--- src/sv/ftms_pkg.sv ---
// types, codes and constants of the fuzzy term match scorer
package ftms_pkg;

  localparam logic [1:0] MODE_APPEND = 2'd0;
  localparam logic [1:0] MODE_CLEAR  = 2'd1;
  localparam logic [1:0] MODE_HAY    = 2'd2;
  localparam logic [1:0] MODE_END    = 2'd3;

  localparam logic [2:0] KIND_NONE     = 3'd0;
  localparam logic [2:0] KIND_PREFIX   = 3'd1;
  localparam logic [2:0] KIND_BOUNDARY = 3'd2;
  localparam logic [2:0] KIND_SUBSTR   = 3'd3;
  localparam logic [2:0] KIND_SUBSEQ   = 3'd4;
  localparam logic [2:0] KIND_EMPTY    = 3'd5;

  localparam int SCORE_PREFIX   = 1200;
  localparam int SCORE_BOUNDARY = 1000;
  localparam int SCORE_SUBSTR   = 800;
  localparam int SCORE_SUBSEQ   = 380;
  localparam int BND_CAP        = 250;
  localparam int ANY_CAP        = 300;
  localparam int POS_SHIFT      = 3;

  localparam int CNT_W   = 12;
  localparam int DIV_W   = 11;
  localparam int BCAP_W  = 8;
  localparam int ACAP_W  = 9;
  localparam int SCORE_W = 15;
  localparam logic [CNT_W-1:0] COUNT_MAX = '1;

  localparam logic [15:0] SYM_SPACE  = 16'h0020;
  localparam logic [15:0] SYM_BSLASH = 16'h005C;
  localparam logic [15:0] SYM_SLASH  = 16'h002F;
  localparam logic [15:0] SYM_DASH   = 16'h002D;
  localparam logic [15:0] SYM_UNDER  = 16'h005F;

  typedef enum logic [1:0] {
    OP_APPEND = 2'd0,
    OP_CLEAR  = 2'd1,
    OP_SCAN   = 2'd2,
    OP_END    = 2'd3
  } op_t;

  typedef struct packed {
    logic [1:0]  mode;
    logic [15:0] symbol;
    logic        last;
  } in_t;

  typedef struct packed {
    logic signed [SCORE_W-1:0] score;
    logic [2:0]                match_kind;
    logic                      term_truncated;
  } out_t;

  typedef struct packed {
    op_t         op;
    logic [15:0] symbol;
    logic        emit;
  } op_item_t;

  typedef struct packed {
    logic              term_empty;
    logic              hay_empty;
    logic              prefix;
    logic              bnd_found;
    logic [BCAP_W-1:0] bnd_cap;
    logic              any_found;
    logic [ACAP_W-1:0] any_cap;
    logic              seq_done;
    logic [CNT_W-1:0]  gap;
    logic [CNT_W-1:0]  span;
    logic [DIV_W-1:0]  pos_div8;
    logic              truncated;
  } snap_t;

  function automatic logic is_sep(input logic [15:0] c);
    return (c == SYM_SPACE) || (c == SYM_BSLASH) || (c == SYM_SLASH) ||
           (c == SYM_DASH) || (c == SYM_UNDER);
  endfunction

endpackage

--- src/sv/fuzzy_term_match_scorer_top.sv ---
// top level of the fuzzy term match scorer
//
// in_* carries one command per transfer: mode 0 appends a term character,
// mode 1 clears the term, mode 2 streams a haystack character (last set on
// the final one asks for a score), mode 3 scores the haystack seen so far.
// out_* carries one result per score request: score, match kind and the
// term truncation flag. Term edits and plain haystack characters give no result.
// Throughput is one command per cycle while in_stall is low: the execute stage
// updates the shift-and vectors and the subsequence pointer for one character
// each cycle in which it pops the queue. A score request passes through the
// queue, the snapshot register and the output register before its result shows
// on out_valid. When out_stall is high the result holds in the output register,
// one more result waits in the snapshot stage, the two-entry queue fills behind
// the next score request at its head, and in_stall rises until the output drains.
// Reset (rst_n low, synchronous) empties the queue and the pipeline, clears
// the term length, the truncation flag and the scan state; the term
// characters themselves are not cleared.
module fuzzy_term_match_scorer_top import ftms_pkg::*; #(
  parameter int TERM_MAX     = 32,
  parameter int HAYSTACK_MAX = 4096
) (
  input  logic clk,
  input  logic rst_n,
  input  logic in_valid,
  output logic in_stall,
  input  in_t  in_data,
  output logic out_valid,
  input  logic out_stall,
  output out_t out_data
);

  logic     q_full;
  logic     q_push;
  op_item_t q_item;
  logic     q_pop;
  logic     q_head_valid;
  op_item_t q_head;
  logic     snap_ready;
  logic     snap_load;
  snap_t    snap;

  ftms_front u_front (
    .in_valid (in_valid),
    .in_stall (in_stall),
    .in_data  (in_data),
    .q_full   (q_full),
    .q_push   (q_push),
    .q_item   (q_item)
  );

  ftms_fifo u_fifo (
    .clk        (clk),
    .rst_n      (rst_n),
    .push       (q_push),
    .push_item  (q_item),
    .full       (q_full),
    .pop        (q_pop),
    .head_valid (q_head_valid),
    .head       (q_head)
  );

  ftms_exec #(
    .TERM_MAX     (TERM_MAX),
    .HAYSTACK_MAX (HAYSTACK_MAX)
  ) u_exec (
    .clk        (clk),
    .rst_n      (rst_n),
    .head_valid (q_head_valid),
    .head       (q_head),
    .pop        (q_pop),
    .snap_ready (snap_ready),
    .snap_load  (snap_load),
    .snap       (snap)
  );

  ftms_score u_score (
    .clk        (clk),
    .rst_n      (rst_n),
    .snap_load  (snap_load),
    .snap       (snap),
    .snap_ready (snap_ready),
    .out_valid  (out_valid),
    .out_stall  (out_stall),
    .out_data   (out_data)
  );

endmodule

--- src/sv/ftms_front.sv ---
// front end: accepts input transfers and classifies them into queue entries
module ftms_front import ftms_pkg::*; (
  input  logic     in_valid,
  output logic     in_stall,
  input  in_t      in_data,
  input  logic     q_full,
  output logic     q_push,
  output op_item_t q_item
);

  assign in_stall = q_full;
  assign q_push   = in_valid && !q_full;

  always_comb begin
    q_item.symbol = in_data.symbol;
    unique case (in_data.mode)
      MODE_APPEND: begin
        q_item.op   = OP_APPEND;
        q_item.emit = 1'b0;
      end
      MODE_CLEAR: begin
        q_item.op   = OP_CLEAR;
        q_item.emit = 1'b0;
      end
      MODE_HAY: begin
        q_item.op   = OP_SCAN;
        q_item.emit = in_data.last;
      end
      default: begin
        q_item.op   = OP_END;
        q_item.emit = 1'b1;
      end
    endcase
  end

endmodule

--- src/sv/ftms_fifo.sv ---
// two-entry queue between front end and execute stage
module ftms_fifo import ftms_pkg::*; (
  input  logic     clk,
  input  logic     rst_n,
  input  logic     push,
  input  op_item_t push_item,
  output logic     full,
  input  logic     pop,
  output logic     head_valid,
  output op_item_t head
);

  localparam int DEPTH = 2;
  localparam int PTR_W = $clog2(DEPTH);
  localparam int CNT_W_Q = $clog2(DEPTH + 1);

  op_item_t           mem_r [DEPTH];
  logic [PTR_W-1:0]   wr_ptr_r, wr_ptr_nxt;
  logic [PTR_W-1:0]   rd_ptr_r, rd_ptr_nxt;
  logic [CNT_W_Q-1:0] count_r, count_nxt;

  assign full       = (count_r == CNT_W_Q'(DEPTH));
  assign head_valid = (count_r != '0);
  assign head       = mem_r[rd_ptr_r];

  always_comb begin
    wr_ptr_nxt = push ? wr_ptr_r + 1'b1 : wr_ptr_r;
    rd_ptr_nxt = pop ? rd_ptr_r + 1'b1 : rd_ptr_r;
    count_nxt  = count_r + CNT_W_Q'(push) - CNT_W_Q'(pop);
  end

  always_ff @(posedge clk) begin
    if (!rst_n) begin
      wr_ptr_r <= '0;
      rd_ptr_r <= '0;
      count_r  <= '0;
    end else begin
      wr_ptr_r <= wr_ptr_nxt;
      rd_ptr_r <= rd_ptr_nxt;
      count_r  <= count_nxt;
    end
  end

  always_ff @(posedge clk) begin
    if (push) begin
      mem_r[wr_ptr_r] <= push_item;
    end
  end

endmodule

--- src/sv/ftms_exec.sv ---
// execute stage: term store, shift-and match vectors and greedy subsequence pointer
module ftms_exec import ftms_pkg::*; #(
  parameter int TERM_MAX     = 32,
  parameter int HAYSTACK_MAX = 4096
) (
  input  logic     clk,
  input  logic     rst_n,
  input  logic     head_valid,
  input  op_item_t head,
  output logic     pop,
  input  logic     snap_ready,
  output logic     snap_load,
  output snap_t    snap
);

  localparam int LW = $clog2(TERM_MAX + 1);
  localparam int IW = $clog2(TERM_MAX);
  localparam int PW = $clog2(HAYSTACK_MAX + 1);

  logic [15:0]          term_r [TERM_MAX];
  logic [LW-1:0]        len_r, len_nxt;
  logic                 trunc_r, trunc_nxt;
  logic [TERM_MAX-1:0]  pmv_r, pmv_nxt;
  logic [TERM_MAX-1:0]  bsv_r, bsv_nxt;
  logic [15:0]          prev_r, prev_nxt;
  logic [PW-1:0]        pos_r, pos_nxt;
  logic                 prefix_r, prefix_nxt;
  logic                 bnd_found_r, bnd_found_nxt;
  logic [BCAP_W-1:0]    bnd_cap_r, bnd_cap_nxt;
  logic                 any_found_r, any_found_nxt;
  logic [ACAP_W-1:0]    any_cap_r, any_cap_nxt;
  logic [LW-1:0]        sidx_r, sidx_nxt;
  logic                 sstart_r, sstart_nxt;
  logic [CNT_W-1:0]     gap_r, gap_nxt;
  logic [CNT_W-1:0]     span_r, span_nxt;

  logic [TERM_MAX-1:0]  eq;
  logic                 bnd;
  logic [TERM_MAX-1:0]  pmv_s, bsv_s;
  logic [LW-1:0]        len_m1;
  logic                 full_hit, bnd_hit;
  logic [PW-1:0]        start;
  logic [BCAP_W-1:0]    start_bcap;
  logic [ACAP_W-1:0]    start_acap;
  logic                 scan_en;
  logic                 seq_hit;
  logic [CNT_W-1:0]     gap_inc, span_inc;

  logic [TERM_MAX-1:0]  u_pmv, u_bsv;
  logic [15:0]          u_prev;
  logic [PW-1:0]        u_pos;
  logic                 u_prefix, u_bnd_found, u_any_found, u_sstart;
  logic [BCAP_W-1:0]    u_bnd_cap;
  logic [ACAP_W-1:0]    u_any_cap;
  logic [LW-1:0]        u_sidx;
  logic [CNT_W-1:0]     u_gap, u_span;
  logic                 scan_clr;
  logic                 term_wr;

  assign pop       = head_valid && (!head.emit || snap_ready);
  assign snap_load = pop && head.emit;

  always_comb begin
    eq = '0;
    for (int i = 0; i < TERM_MAX; i++) begin
      eq[i] = (term_r[i] == head.symbol) && (LW'(i) < len_r);
    end
  end

  assign bnd      = (pos_r == '0) || is_sep(prev_r);
  assign pmv_s    = {pmv_r[TERM_MAX-2:0], 1'b1} & eq;
  assign bsv_s    = {bsv_r[TERM_MAX-2:0], bnd} & eq;
  assign len_m1   = len_r - 1'b1;
  assign full_hit = (len_r != '0) && pmv_s[len_m1[IW-1:0]];
  assign bnd_hit  = full_hit && bsv_s[len_m1[IW-1:0]];
  assign start    = pos_r - PW'(len_m1);
  assign start_bcap = (start < BND_CAP) ? BCAP_W'(start) : BCAP_W'(BND_CAP);
  assign start_acap = (start < ANY_CAP) ? ACAP_W'(start) : ACAP_W'(ANY_CAP);
  assign scan_en  = (head.op == OP_SCAN) && (pos_r < HAYSTACK_MAX);
  assign seq_hit  = eq[sidx_r[IW-1:0]];
  assign gap_inc  = (gap_r == COUNT_MAX) ? gap_r : gap_r + 1'b1;
  assign span_inc = (span_r == COUNT_MAX) ? span_r : span_r + 1'b1;

  always_comb begin
    u_pmv       = pmv_r;
    u_bsv       = bsv_r;
    u_prev      = prev_r;
    u_pos       = pos_r;
    u_prefix    = prefix_r;
    u_bnd_found = bnd_found_r;
    u_bnd_cap   = bnd_cap_r;
    u_any_found = any_found_r;
    u_any_cap   = any_cap_r;
    u_sidx      = sidx_r;
    u_sstart    = sstart_r;
    u_gap       = gap_r;
    u_span      = span_r;
    if (scan_en) begin
      u_pmv  = pmv_s;
      u_bsv  = bsv_s;
      u_prev = head.symbol;
      u_pos  = pos_r + 1'b1;
      if (full_hit) begin
        if (!any_found_r) begin
          u_any_found = 1'b1;
          u_any_cap   = start_acap;
        end
        if (start == '0) begin
          u_prefix = 1'b1;
        end
        if (bnd_hit && !bnd_found_r) begin
          u_bnd_found = 1'b1;
          u_bnd_cap   = start_bcap;
        end
      end
      if (sidx_r < len_r) begin
        if (seq_hit) begin
          if (sstart_r) begin
            u_span = span_inc;
          end else begin
            u_sstart = 1'b1;
          end
          u_sidx = sidx_r + 1'b1;
        end else if (sstart_r) begin
          u_gap  = gap_inc;
          u_span = span_inc;
        end
      end
    end
  end

  always_comb begin
    snap.term_empty = (len_r == '0);
    snap.hay_empty  = (u_pos == '0);
    snap.prefix     = u_prefix;
    snap.bnd_found  = u_bnd_found;
    snap.bnd_cap    = u_bnd_cap;
    snap.any_found  = u_any_found;
    snap.any_cap    = u_any_cap;
    snap.seq_done   = (u_sidx == len_r);
    snap.gap        = u_gap;
    snap.span       = u_span;
    snap.pos_div8   = DIV_W'(u_pos >> POS_SHIFT);
    snap.truncated  = trunc_r;
  end

  always_comb begin
    len_nxt   = len_r;
    trunc_nxt = trunc_r;
    term_wr   = 1'b0;
    scan_clr  = 1'b0;
    if (pop) begin
      unique case (head.op)
        OP_APPEND: begin
          scan_clr = 1'b1;
          if (len_r < TERM_MAX) begin
            term_wr = 1'b1;
            len_nxt = len_r + 1'b1;
          end else begin
            trunc_nxt = 1'b1;
          end
        end
        OP_CLEAR: begin
          scan_clr  = 1'b1;
          len_nxt   = '0;
          trunc_nxt = 1'b0;
        end
        OP_SCAN: begin
          scan_clr = head.emit;
        end
        default: begin
          scan_clr = 1'b1;
        end
      endcase
    end

    if (scan_clr) begin
      pmv_nxt       = '0;
      bsv_nxt       = '0;
      prev_nxt      = '0;
      pos_nxt       = '0;
      prefix_nxt    = 1'b0;
      bnd_found_nxt = 1'b0;
      bnd_cap_nxt   = '0;
      any_found_nxt = 1'b0;
      any_cap_nxt   = '0;
      sidx_nxt      = '0;
      sstart_nxt    = 1'b0;
      gap_nxt       = '0;
      span_nxt      = '0;
    end else if (pop) begin
      pmv_nxt       = u_pmv;
      bsv_nxt       = u_bsv;
      prev_nxt      = u_prev;
      pos_nxt       = u_pos;
      prefix_nxt    = u_prefix;
      bnd_found_nxt = u_bnd_found;
      bnd_cap_nxt   = u_bnd_cap;
      any_found_nxt = u_any_found;
      any_cap_nxt   = u_any_cap;
      sidx_nxt      = u_sidx;
      sstart_nxt    = u_sstart;
      gap_nxt       = u_gap;
      span_nxt      = u_span;
    end else begin
      pmv_nxt       = pmv_r;
      bsv_nxt       = bsv_r;
      prev_nxt      = prev_r;
      pos_nxt       = pos_r;
      prefix_nxt    = prefix_r;
      bnd_found_nxt = bnd_found_r;
      bnd_cap_nxt   = bnd_cap_r;
      any_found_nxt = any_found_r;
      any_cap_nxt   = any_cap_r;
      sidx_nxt      = sidx_r;
      sstart_nxt    = sstart_r;
      gap_nxt       = gap_r;
      span_nxt      = span_r;
    end
  end

  always_ff @(posedge clk) begin
    if (!rst_n) begin
      len_r       <= '0;
      trunc_r     <= 1'b0;
      pmv_r       <= '0;
      bsv_r       <= '0;
      prev_r      <= '0;
      pos_r       <= '0;
      prefix_r    <= 1'b0;
      bnd_found_r <= 1'b0;
      bnd_cap_r   <= '0;
      any_found_r <= 1'b0;
      any_cap_r   <= '0;
      sidx_r      <= '0;
      sstart_r    <= 1'b0;
      gap_r       <= '0;
      span_r      <= '0;
    end else begin
      len_r       <= len_nxt;
      trunc_r     <= trunc_nxt;
      pmv_r       <= pmv_nxt;
      bsv_r       <= bsv_nxt;
      prev_r      <= prev_nxt;
      pos_r       <= pos_nxt;
      prefix_r    <= prefix_nxt;
      bnd_found_r <= bnd_found_nxt;
      bnd_cap_r   <= bnd_cap_nxt;
      any_found_r <= any_found_nxt;
      any_cap_r   <= any_cap_nxt;
      sidx_r      <= sidx_nxt;
      sstart_r    <= sstart_nxt;
      gap_r       <= gap_nxt;
      span_r      <= span_nxt;
    end
  end

  always_ff @(posedge clk) begin
    if (term_wr) begin
      term_r[len_r[IW-1:0]] <= head.symbol;
    end
  end

endmodule

--- src/sv/ftms_score.sv ---
// back end: holds the scan snapshot, picks the tier and registers the result
module ftms_score import ftms_pkg::*; (
  input  logic  clk,
  input  logic  rst_n,
  input  logic  snap_load,
  input  snap_t snap,
  output logic  snap_ready,
  output logic  out_valid,
  input  logic  out_stall,
  output out_t  out_data
);

  logic  snap_v_r, snap_v_nxt;
  snap_t snap_r;
  logic  out_v_r, out_v_nxt;
  out_t  out_r;
  out_t  res;
  logic  move;

  assign move       = snap_v_r && (!out_v_r || !out_stall);
  assign snap_ready = !snap_v_r || move;
  assign snap_v_nxt = snap_load || (snap_v_r && !move);
  assign out_v_nxt  = move || (out_v_r && out_stall);
  assign out_valid  = out_v_r;
  assign out_data   = out_r;

  always_comb begin
    res.term_truncated = snap_r.truncated;
    priority if (snap_r.term_empty) begin
      res.score      = '0;
      res.match_kind = KIND_EMPTY;
    end else if (snap_r.hay_empty) begin
      res.score      = '1;
      res.match_kind = KIND_NONE;
    end else if (snap_r.prefix) begin
      res.score      = SCORE_W'(SCORE_PREFIX) - SCORE_W'(snap_r.pos_div8);
      res.match_kind = KIND_PREFIX;
    end else if (snap_r.bnd_found) begin
      res.score      = SCORE_W'(SCORE_BOUNDARY) - SCORE_W'(snap_r.bnd_cap);
      res.match_kind = KIND_BOUNDARY;
    end else if (snap_r.any_found) begin
      res.score      = SCORE_W'(SCORE_SUBSTR) - SCORE_W'(snap_r.any_cap);
      res.match_kind = KIND_SUBSTR;
    end else if (snap_r.seq_done) begin
      res.score      = SCORE_W'(SCORE_SUBSEQ) - SCORE_W'({snap_r.gap, 1'b0})
                       - SCORE_W'(snap_r.span);
      res.match_kind = KIND_SUBSEQ;
    end else begin
      res.score      = '1;
      res.match_kind = KIND_NONE;
    end
  end

  always_ff @(posedge clk) begin
    if (!rst_n) begin
      snap_v_r <= 1'b0;
      out_v_r  <= 1'b0;
    end else begin
      snap_v_r <= snap_v_nxt;
      out_v_r  <= out_v_nxt;
    end
  end

  always_ff @(posedge clk) begin
    if (snap_load) begin
      snap_r <= snap;
    end
    if (move) begin
      out_r <= res;
    end
  end

endmodule

--- config.mk ---
export PLATFORM = sky130hd
export DESIGN_NAME = fuzzy_term_match_scorer_top
export DESIGN_NICKNAME = d
export VERILOG_FILES = /design/src/sv/ftms_pkg.sv /design/src/sv/fuzzy_term_match_scorer_top.sv /design/src/sv/ftms_front.sv /design/src/sv/ftms_fifo.sv /design/src/sv/ftms_exec.sv /design/src/sv/ftms_score.sv
export SDC_FILE = /design/constraint.sdc
export NUM_CORES = 1
export LEC_CHECK = 0
export ABC_AREA = 1
export BUFFER_PORTS_ARGS = -buffer_cell sky130_fd_sc_hd__buf_2
export CAP_MARGIN = 0
export CORE_ASPECT_RATIO = 0.7
export CORE_UTILIZATION = 37
export DETAILED_ROUTE_END_ITERATION = 10
export HOLD_SLACK_MARGIN = 0.1
export SLEW_MARGIN = 20
export SYNTH_ARGS = -nofsm -noshare
export SYNTH_HDL_FRONTEND = slang
export SYNTH_SLANG_ARGS = --single-unit
--- constraint.sdc ---
create_clock -name clk -period 5.25 [get_ports clk]
set_clock_uncertainty 0.1 [all_clocks]
set_input_delay 1.05 -clock clk [delete_from_list [all_inputs] [get_ports clk]]
set_output_delay 1.05 -clock clk [all_outputs]
set_load 0.03 [all_outputs]
* After elaboration in Yosys (flattened, before gate mapping)
Memory sizes are Yosys's and may differ from the RTL's. A register that Yosys moved wholly into a read port is not among the register bits.
Cells that the tools add are included.
** Word-level totals
- Register bits after elaboration :: 232
- RAM bits :: 550
- Input port bits :: 23
- Output and inout bits :: 21
- Logic and storage cells :: 275
- Memories :: 2
** Operators by class
- Add/subtract/negate cells :: 16
- Order comparisons :: 39
- Eq/ne operators :: 47
- Multiplexer cells :: 57
- Bitwise logic cells :: 3
- Reductions and logical operators :: 75
** Memories
- u_exec.term_r :: words 32, bits a word 16, read ports 32, clocked after Yosys merged registers in 0, wr ports 1, RTL line ftms_exec.sv:20 : logic [15:0] term_r [TERM_MAX];
- u_fifo.mem_r :: words 2, bits a word 19, read ports 1, clocked after Yosys merged registers in 1, wr ports 1, RTL line ftms_fifo.sv:17 : op_item_t mem_r [DEPTH];
** Operators with widths (count)
- == test 16 bit :: 32
- two-way mux 12 bit :: 9
- less-than comparator 5 x 6 -> 1 bit, first input constant :: 16
- two-way mux 18 bit :: 5
- AND 32 bit :: 2
- == test 16 x 6 -> 1 bit, second input constant :: 3
- less-than comparator 4 x 6 -> 1 bit, first input constant :: 8
- logical AND 1 bit :: 42
- logical NOT 13 bit :: 3
- two-way mux 9 bit :: 4
- == test 16 x 7 -> 1 bit, second input constant :: 2
- two-way mux 8 bit :: 4
- adder 12 x 1 -> 12 bit, second input constant :: 2
- == test 12 bit, second input constant :: 2
- less-than comparator 3 x 6 -> 1 bit, first input constant :: 4
- two-way mux 6 bit :: 4
- two-way mux 1 bit :: 23
- binary-select mux 1 bit (select 5 bit) :: 3
- subtractor 15 x 12 -> 15 bit :: 1
- subtractor 9 x 13 -> 14 bit, first input constant :: 1
- adder 13 x 1 -> 13 bit, second input constant :: 1
- less-than comparator 13 bit, second input constant :: 1
- less-than comparator 13 x 8 -> 1 bit, second input constant :: 1
- less-than comparator 13 x 9 -> 1 bit, second input constant :: 1
- 35 further kinds :: 63

* Depth between registers and ports, before layout
- Depth after elaboration :: 14
- Mapped depth :: 30
- Gate-level depth less buffers :: 27

* Cells and area by module
Synthesis repeated with hierarchy kept, for this count alone.
** Second synthesis, totals
- Cells, all modules :: 4664
- Area total of the unflattened synthesis :: 40784.1 um^2
** Modules (own cells, without submodules)
- ftms_exec :: times used 1, cells each 4098, area an instance 34674.5 um^2, seq. area each 18357.6 um^2
- ftms_score :: times used 1, cells each 450, area an instance 4306.6 um^2, seq. area each 2382.3 um^2
- ftms_fifo :: times used 1, cells each 92, area an instance 1649.1 um^2, seq. area each 1241.2 um^2
- ftms_front :: times used 1, cells each 24, area an instance 153.9 um^2, seq. area each 0.0 um^2

* Worst setup path before layout
OpenSTA, ideal clock, no wires.
- Kind :: reg-to-reg
- Start point :: register u_exec.len_r[0]
- End point :: register u_exec.bnd_cap_r[0]
- Data arrival time :: 3.899 ns
- Required time :: 5.080 ns
- Path slack :: 1.181 ns
- Stages on the path, launching flop included :: 21
- Clock period less this slack :: 4.069 ns
- Path through :: dfxtp_1 -> inv_1 -> clkbuf_1 -> buf_1 -> ha_1 -> xnor2_1 -> ha_1 -> a21oi_1 -> o21ai_0 -> o21ai_0 -> nand2_1 -> nor2_1 -> a31oi_1 -> nor3_1 -> nand2_1 -> nor2_1 -> nand2_1 -> or2_2 -> nand4_1 -> nand2_1 -> a21oi_1
** On the way
- Word-level cells in the longest chain between the ends :: 11
- Elaborated cells on any way between the ends :: 81
** RTL lines
- start, declared :: RTL line ftms_exec.sv:21 : logic [LW-1:0] len_r, len_nxt;
- start signal, assigned :: RTL line ftms_exec.sv:240 : len_r <= len_nxt;
- parallel branches: the longest is 9 deep, another holds subtractor 13 x 6 -> 13 bit
- two-way mux 8 bit * :: RTL line ftms_exec.sv:103 : if (full_hit) begin
- two-way mux 8 bit * :: RTL line ftms_exec.sv:98 : if (scan_en) begin
- end signal, assigned :: RTL line ftms_exec.sv:248 : bnd_cap_r <= bnd_cap_nxt;
- end, declared :: RTL line ftms_exec.sv:29 : logic [BCAP_W-1:0] bnd_cap_r, bnd_cap_nxt;
Mark *: on every way between the ends. The select of a mux whose other input is x is not followed.
A chain may end at the register's enable or synchronous reset.

==> flow_summary.ini <==
[global_routing]
grt_pass1_vias = 31256
grt_pass1_wl_um = 209000
antenna_found_initial = 2
grt_usage_pct = 24.9
grt_overflow = 0
grt_max_degree = 70

[clock_tree]
insertion_delay_ns = 0.68
numCtsBuffers = 80
root_buffer = clkbuf_16
postCtsHoldBufs = 0
clock-sinks = 783
cts_tree = yes
htreeDepth = 3
clk_pin_slew_ns = 0.07
postCtsResizedCells = 0
cts_setup_buffers = 0
clk_path_buf_depth = 3

[sta]
finalSetupViolCount = 0
clock.fmax_mhz = 215
worst_slew_pin_slew_ns = 1.11
finalSetupTns_ns = 0
period_share_pct = 88.7
post-route-min-period_ns = 4.66
rsz0062_at_grt = no
finalHoldViolCount = 0
finalMaxSlewViolations = 0
slew_headroom_pct = 25.5

[finish]
syn2layout_area_growth_pct = 13.0
multi_input_area_um2 = 16100
final.fill_count = 10821
drive_gt1_share_pct = 8.02
fin_util_pct = 42.2
nets = 5136
regArea_um2 = 22000

[synth]
synth_warnings = 0
synthArstFlopShare_pct = 0
synth_edf_count = 627
syn_area_um2 = 41300
yosys.area.top_type = edfxtp_1
synth_area_leaders = edfxtp_1 (46%), nand2_1 (13%), dfxtp_1 (7.6%)
yosysTopAreaCellShare_pct = 45.5
synth_ff_type = edfxtp_1
synth_cells = 4942
synthesis.nets = 5006
synth.yosys.seq_area_share_pct = 53.1
syn_area_per_cell_um2 = 8.37
synth_cell_type_count = 64
ys_ff_latch = 783

[pwr]
ir_worst_vdd_uv = 377
leakage_uw = 0.0199
powerDensity_nw_per_um2 = 526

[floorplanning]
ios = 44
start_util_pct = 37.4
dieHeight_um = 282
coreArea_um2 = 111000
die_area_um2 = 113000
rows = 102
die_w_um = 402

[critical_path]
crit_path_frequent_cell = nand2_1
critPathSlowestCell = nand2_4
cp-end-kind = flop
crit_family = simple AND/OR/NAND/NOR gates
path_buf_inv = 4
critPathLaunchType = flop
critPathMaxStageDelay_ns = 0.50
cp_max_fo = 35
path_class = flop to flop
required_ns = 5.59
worst_ep_arrival_time_ns = 5.00
crit_chain = buf_4 -> nand2_1 -> nand2_4 -> buf_12 -> xnor2_1 -> nand2_1 -> nor2_1 -> nand3_1 -> nor2_2 -> nand3_1 -> nand3_1 -> nand3_1 -> nand3_1 -> nand2_1 -> nand2_1 -> nand2_2 -> nor2_4 -> nand2_4 -> inv_4 -> nand2_1 -> nand2_1 -> inv_1

[run]
cap_violations = 0

[placed_design]
io_buffers = 43
place_congestion = 0.975
place_hpwl_um = 99400

[route]
firstDrtPassIters = 8
initialDrtViolationCount = 4640
viasPerCell = 5.25
via_count = 34633
finalWirelength_um = 142000
drc_errors = 0
ant_nets = 0
wl_per_cell_um = 21.6

[outcome]
status = complete, no violations

[min_path]
hold_path.class = flop to flop
-- routing by layer --
metal | vias to the layer above | track usage [%] | share of wire (%)
met3 | 193 | 6.19 | 12
met2 | 1765 | 33.5 | 38
met4 | 0 | 6.34 | 2.3
met5 | - | 0 | 0
li1 | 16335 | - | -
met1 | 16340 | 38.9 | 47
-- cell usage in the layout, fill, tap and decap left out, types with 21 or more instances in the layout --
master     count
nand2_2       27
clkbuf_16     86
a21oi_1      161
clkbuf_1      21
o21ai_0      231
nand4_1      116
edfxtp_1     627
nand3b_1      23
xnor2_1      130
nor3_1        51
buf_2         43
nand3_1      296
ha_1          39
nand2_1     1401
buf_4        147
inv_1        665
dfxtp_1      156
a211oi_1      23
nor2_1       567
xor2_1        99
-- area by class of cell --
class / instances / area share [%]
Antenna cell: 3 / 0.0161
Clock buffer: 116 / 5.04
Clock inverter: 31 / 0.530
Inverter: 675 / 5.45
Multi-Input combinational cell: 3322 / 34.4
Sequential cell: 783 / 47.0
Tap cell: 1456 / 3.90
Timing Repair Buffer: 210 / 3.68
-- cells by family after synthesis --
logic type,after synthesis,share of synthesized area (%)
AOI/OAI and AO/OA,479,6.25
and+or+nand+nor,2571,26.1
DFF,783,53.1
adders and majority gates,41,1.28
xor gates and xnor gates,231,4.94
buffers and inverters,837,8.29
-- through the flow --
| step | hold slack (ns) | instance area, µm² | worst slack, ns | cells | power, µW |
|---|---|---|---|---|---|
| floorplan | 0.300 | 41300 | 1.18 | 4942 | 14500 |
| global placement | 0.323 | 44100 | 0.723 | 6446 | 18400 |
| detailed placement | 0.323 | 44100 | 0.683 | 6446 | 18500 |
| CTS | 0.343 | 46700 | 0.678 | 6593 | 24400 |
| global route | 0.364 | 46700 | 0.219 | 6593 | 25700 |
| finish | 0.337 | 46700 | 0.594 | 6596 | 24600 |
-- cell usage after synthesis (all sizes together), types with 3 or more instances --
cell,instances
nand4,116
o31ai,3
buf,98
clkbuf,64
nand3,300
o211ai,8
nand2,1443
a31oi,12
o21ai,239
a21oi,162
and2,4
or2,15
o2111ai,3
dfxtp,156
a211oi,23
xnor2,131
nor3,51
edfxtp,627
nor4,12
inv,672
clkinv,3
and3,15
xor2,99
ha,39
nor2,578
nand3b,23
o311ai,3
o22ai,11
nor3b,8
-- flip-flops by register name, summed over array words and instances, names as in the netlist, 9 cells and up, named ones only --
name              cells
u_exec.any_cap_r      9
u_exec.bsv_r         31
u_exec.gap_r         12
u_exec.pmv_r         31
u_exec.pos_r         13
u_exec.prev_r        16
u_exec.span_r        12
u_exec.term_r       512
u_fifo.mem_r         38
u_score.out_data     19
u_score.snap_r       57
-- final timing paths --
check | startpoint | end | slack (ns) | cells past startpoint
setup / recovery | flop | u_score.snap_r[45] | 0.59 | 22
hold / removal | u_exec.trunc_r | u_score.res[0] | 0.34 | 0
setup reg to reg | flop | u_score.snap_r[45] | 0.59 | 22
hold reg to reg | u_exec.trunc_r | u_score.res[0] | 0.34 | 0
-- power by group --
part	internal, µW	total (µW)	leakage (µW)	switching, µW
sequential	7920	8400	0.00697	485
combinational	2840	10300	0.0117	7470
clock	3270	5840	0.00129	2570
Power figures use the tool's default switching activity.
